$ cat config.mk
export PLATFORM = sky130hd
export DESIGN_NAME = pbm_mul
export DESIGN_NICKNAME = d
export VERILOG_FILES = /design/src/hw/rtl/iou_parent_box_match_defines.svh /design/src/hw/rtl/pbm_pkg.sv /design/src/hw/rtl/pbm_mul.sv
export SDC_FILE = /design/constraint.sdc
export NUM_CORES = 2
export LEC_CHECK = 0
export BUFFER_PORTS_ARGS = -buffer_cell sky130_fd_sc_hd__buf_2
export CAP_MARGIN = 0
export CORE_MARGIN = 10
export CORE_UTILIZATION = 37
export CTS_BUF_LIST = sky130_fd_sc_hd__clkbuf_8
export CTS_CLUSTER_DIAMETER = 150
export DETAILED_ROUTE_END_ITERATION = 12
export GPL_TIMING_DRIVEN = 0
export SLEW_MARGIN = 20
export SYNTH_ARGS = -nofsm -noshare
export SYNTH_HDL_FRONTEND = slang
export SYNTH_SLANG_ARGS = --single-unit
$ cat constraint.sdc
create_clock -name i_clk -period 15.1 [get_ports i_clk]
set_input_delay 0.755 -clock i_clk [delete_from_list [all_inputs] [get_ports i_clk]]
set_output_delay 0.755 -clock i_clk [all_outputs]
set_load 0.02 [all_outputs]
$ cat src/hw/rtl/iou_parent_box_match_defines.svh
// ----------------------------------------------------------------------------
// iou_parent_box_match_defines.svh
// Assertion macros shared by the parent box match RTL.
// ----------------------------------------------------------------------------
`ifndef IOU_PARENT_BOX_MATCH_DEFINES_SVH
`define IOU_PARENT_BOX_MATCH_DEFINES_SVH

// same-cycle implication, checked outside reset
`define PBM_ASSERT_NOW(lbl, ante, cons, msg) \
    lbl: assert property (@(posedge i_clk) disable iff (!i_rst_n) (ante) |-> (cons)) \
        else $error(msg);

// next-cycle implication, checked outside reset
`define PBM_ASSERT_NEXT(lbl, ante, cons, msg) \
    lbl: assert property (@(posedge i_clk) disable iff (!i_rst_n) (ante) |=> (cons)) \
        else $error(msg);

`endif

$ cat src/hw/rtl/pbm_pkg.sv
// ----------------------------------------------------------------------------
// pbm_pkg
// Types and constants of the parent box match block.
// ----------------------------------------------------------------------------
`default_nettype none

package pbm_pkg;

    localparam int MAX_PARENTS = 32;
    localparam int COORD_BITS  = 13;
    localparam int CLASS_W     = 8;
    localparam int ID_W        = 64;
    localparam int CMD_W       = 2;

    localparam int IDX_W  = (MAX_PARENTS > 1) ? $clog2(MAX_PARENTS) : 1;
    localparam int CNT_W  = $clog2(MAX_PARENTS + 1);
    localparam int SPAN_W = COORD_BITS + 1;
    // intersection, areas and union all fit here
    localparam int MUL_W  = 2 * SPAN_W;
    localparam int PROD_W = 2 * MUL_W;

    localparam logic [CMD_W-1:0] CMD_CLEAR = 2'd0;
    localparam logic [CMD_W-1:0] CMD_LOAD  = 2'd1;
    localparam logic [CMD_W-1:0] CMD_MATCH = 2'd2;

    localparam int CFG_IDX_W = 1;
    localparam logic [CFG_IDX_W-1:0] REG_PARENT_CLASS = 1'b0;
    localparam logic [CFG_IDX_W-1:0] REG_CHILD_CLASS  = 1'b1;

    localparam logic [CLASS_W-1:0] PARENT_CLASS_RST = 8'd1;
    localparam logic [CLASS_W-1:0] CHILD_CLASS_RST  = 8'd4;

    typedef struct packed {
        logic [CMD_W-1:0]      command;
        logic [CLASS_W-1:0]    class_id;
        logic [COORD_BITS-1:0] box_left;
        logic [COORD_BITS-1:0] box_top;
        logic [COORD_BITS-1:0] box_width;
        logic [COORD_BITS-1:0] box_height;
        logic [ID_W-1:0]       box_id;
    } t_item;

    typedef struct packed {
        logic            matched;
        logic [ID_W-1:0] new_object_id;
    } t_result;

endpackage

`default_nettype wire

$ cat src/hw/rtl/pbm_mul.sv
// ----------------------------------------------------------------------------
// pbm_mul
// Shared unsigned multiplier with a registered product.
// ----------------------------------------------------------------------------
`default_nettype none

module pbm_mul (
    input  wire logic                       i_clk,
    input  wire logic [pbm_pkg::MUL_W-1:0]  i_a,
    input  wire logic [pbm_pkg::MUL_W-1:0]  i_b,
    output logic      [pbm_pkg::PROD_W-1:0] o_prod
);
    import pbm_pkg::*;

    logic [PROD_W-1:0] r_prod;

    always_ff @(posedge i_clk) begin
        r_prod <= PROD_W'(i_a) * PROD_W'(i_b);
    end

    assign o_prod = r_prod;

endmodule

`default_nettype wire
==> metrics.txt <==
WP data required=15.36 ns; share of cells above drive strength 1=between 3 and 4%; vias=20600; DR vias/cell=5.08; # fillers=7470; initial antenna violation count=6; mean post-synth cell area=between 8 and 9 sq um; RSZ-0062 raised after global routing=false; CTS root buffer=clkbuf_8; GRT Overall Usage=between 20% and 30%; post-CTS resize count=0; Synth Register Bits=56; final hold viol count=0; status=complete, no violations; Die Y=290 um; Slew HR=24.2%; CTS tree=done; largest net degree at the start of global routing=19; Rows=roughly 100; Placeable Area=72700 sq um; startpoint types=input port; Worst Tran Pin Value=1.14 ns; wirelength, routed=94600 um; area share of the largest cell type after synthesis=49.9%; crit-path max FO=11; Post-synth top flop=dfxtp_1; CP Buf/Inv Count=7; hold bufs inserted after CTS=0; clk sinks=56; Reg clk slew, reported paths=0.12 ns; Initial Utilization=37.2%; CTS max path bufs=2; Yosys top cell by area=fa_1; DP HPWL=77200 um; Cell variety after synth=53; Final TNS setup=0 ns; max-cap violations=0; Post-synth EDFFs=0; Num CTS Buffers=5; worst setup path startpoint=i_b[3]; IO buf count=between 50 and 60; Hold Crit Start=i_b[0]; synthesized instance count=roughly 3000; worst endpoint data arrival time=9.15 ns; peak per-stage delay on the critical path=about 0.86 ns; H-tree levels=2; Layout area overhead=6.02%; period utilisation layout=58.8%; Top delay family on crit path=adder cells; die area=84300 sq um; Placed Area=28500 sq um; min Tclk post-route=8.88 ns; drt initial violations=1536; kind of critical path=in -> reg; largest cells by area after synthesis=fa_1 50%, inv_1 11%, ha_1 9.7%, and2_1 9.4%, nand2_1 5.7%; crit end category=register; routed len/inst=~23 um; Hold Path Depth=2; Largest register FFs=56; worst hold path type=in -> reg; sequential fraction of the synthesis area=just over 4%; vias in the first global route=21600; GP Congestion=0.993; most common cell in the netlist=inv_1; Max Slew Vio Count=0; Ports=113; Post-CTS Setup Inserts=0; net count after synthesis=around 4000; Mapped Area=27000 sq um; fmax=0.113 GHz; Final setup viols=0; Post-synth ARST share=0%; nets=4022; total iterations of the first detailed-routing run=5; Post-synth top cells=776 x inv_1, 674 x fa_1, 410 x nand2_1; grt ovf=0; global-route wire length before repair=140000 um; CP most frequent cell=fa_1; Worst path slowest cell=clkbuf_1; synth warn=0; Final Cell Area=28700 sq um; Detail Route Antenna Nets=0; DRC=0; Core Util, Final=39.4%; die width=290 um; cell depth of the worst setup path=26
==> cells in the final DEF, fill, tap and decap left out, drive strengths merged, types with 2 or more instances in the layout <==
master / n
nand3: 18
o21ai: 26
buf: 67
clkbuf: 178
a31oi: 4
nand4: 10
and3: 6
nor3: 7
o21bai: 11
diode: 7
nor2: 26
a21oi: 61
o21a: 2
nand3b: 2
inv: 777
nor2b: 8
o211ai: 8
a221o: 2
nand2: 411
o31ai: 6
a21o: 31
and4: 5
fa: 674
xor2: 14
ha: 210
dfxtp: 56
xnor2: 40
a311oi: 4
and2: 407
==> kinds of logic (layout without fill, tap and decap cells) <==
group	count (synthesis)	count (layout)	synth area share, %
adder cells (fa/ha/maj)	884	884	59.6
flip-flops	56	56	4.15
AND/OR/NAND/NOR	903	903	16.9
AO/OA/AOI/OAI	161	161	4.20
XOR/XNOR	54	54	1.75
buffers and inverters	957	1024	13.3
other	0	7	0
==> routing by layer <==
| metal | global-route usage (%) | share of wire [%] |
|---|---|---|
| met3 | 4.58 | 9.1 |
| met1 | 28.0 | 38 |
| met5 | 0 | 0 |
| met2 | 36.5 | 47 |
| met4 | 10.8 | 6.1 |
==> through the flow <==
stage          setup slack, ns  instances  hold slack (ns)
5_1_grt                   6.04       4042            0.940
2_1_floorplan             8.07       3015             1.09
6_report                  6.22       4048            0.930
3_5_place_dp              5.98       4033             1.17
3_3_place_gp              5.96       4033             1.17
4_1_cts                   6.35       4041            0.896
==> path summary, 6_finish.rpt <==
path / slack (ns) / endpoint
max: 6.22 / o_prod[55]$_DFF_P_
min: 0.93 / o_prod[0]$_DFF_P_
==> layout make-up <==
class | instances | area [sq um] | share of cell area, %
clock buffer | 5 | 68.8 | 0.240
sequential | 56 | 1120 | 3.91
multi-input combinational | 2002 | 22300 | 77.8
timing repair buffer | 59 | 295 | 1.03
antenna | 7 | 17.5 | 0.0611
clock inverter | 3 | 46.3 | 0.161
tap | 959 | 1200 | 4.19
inverter | 776 | 2910 | 10.2
buffer | 181 | 697 | 2.43
Power is not shown: default switching activity piles up to over one toggle a cycle in this logic, so the estimate is an artifact.
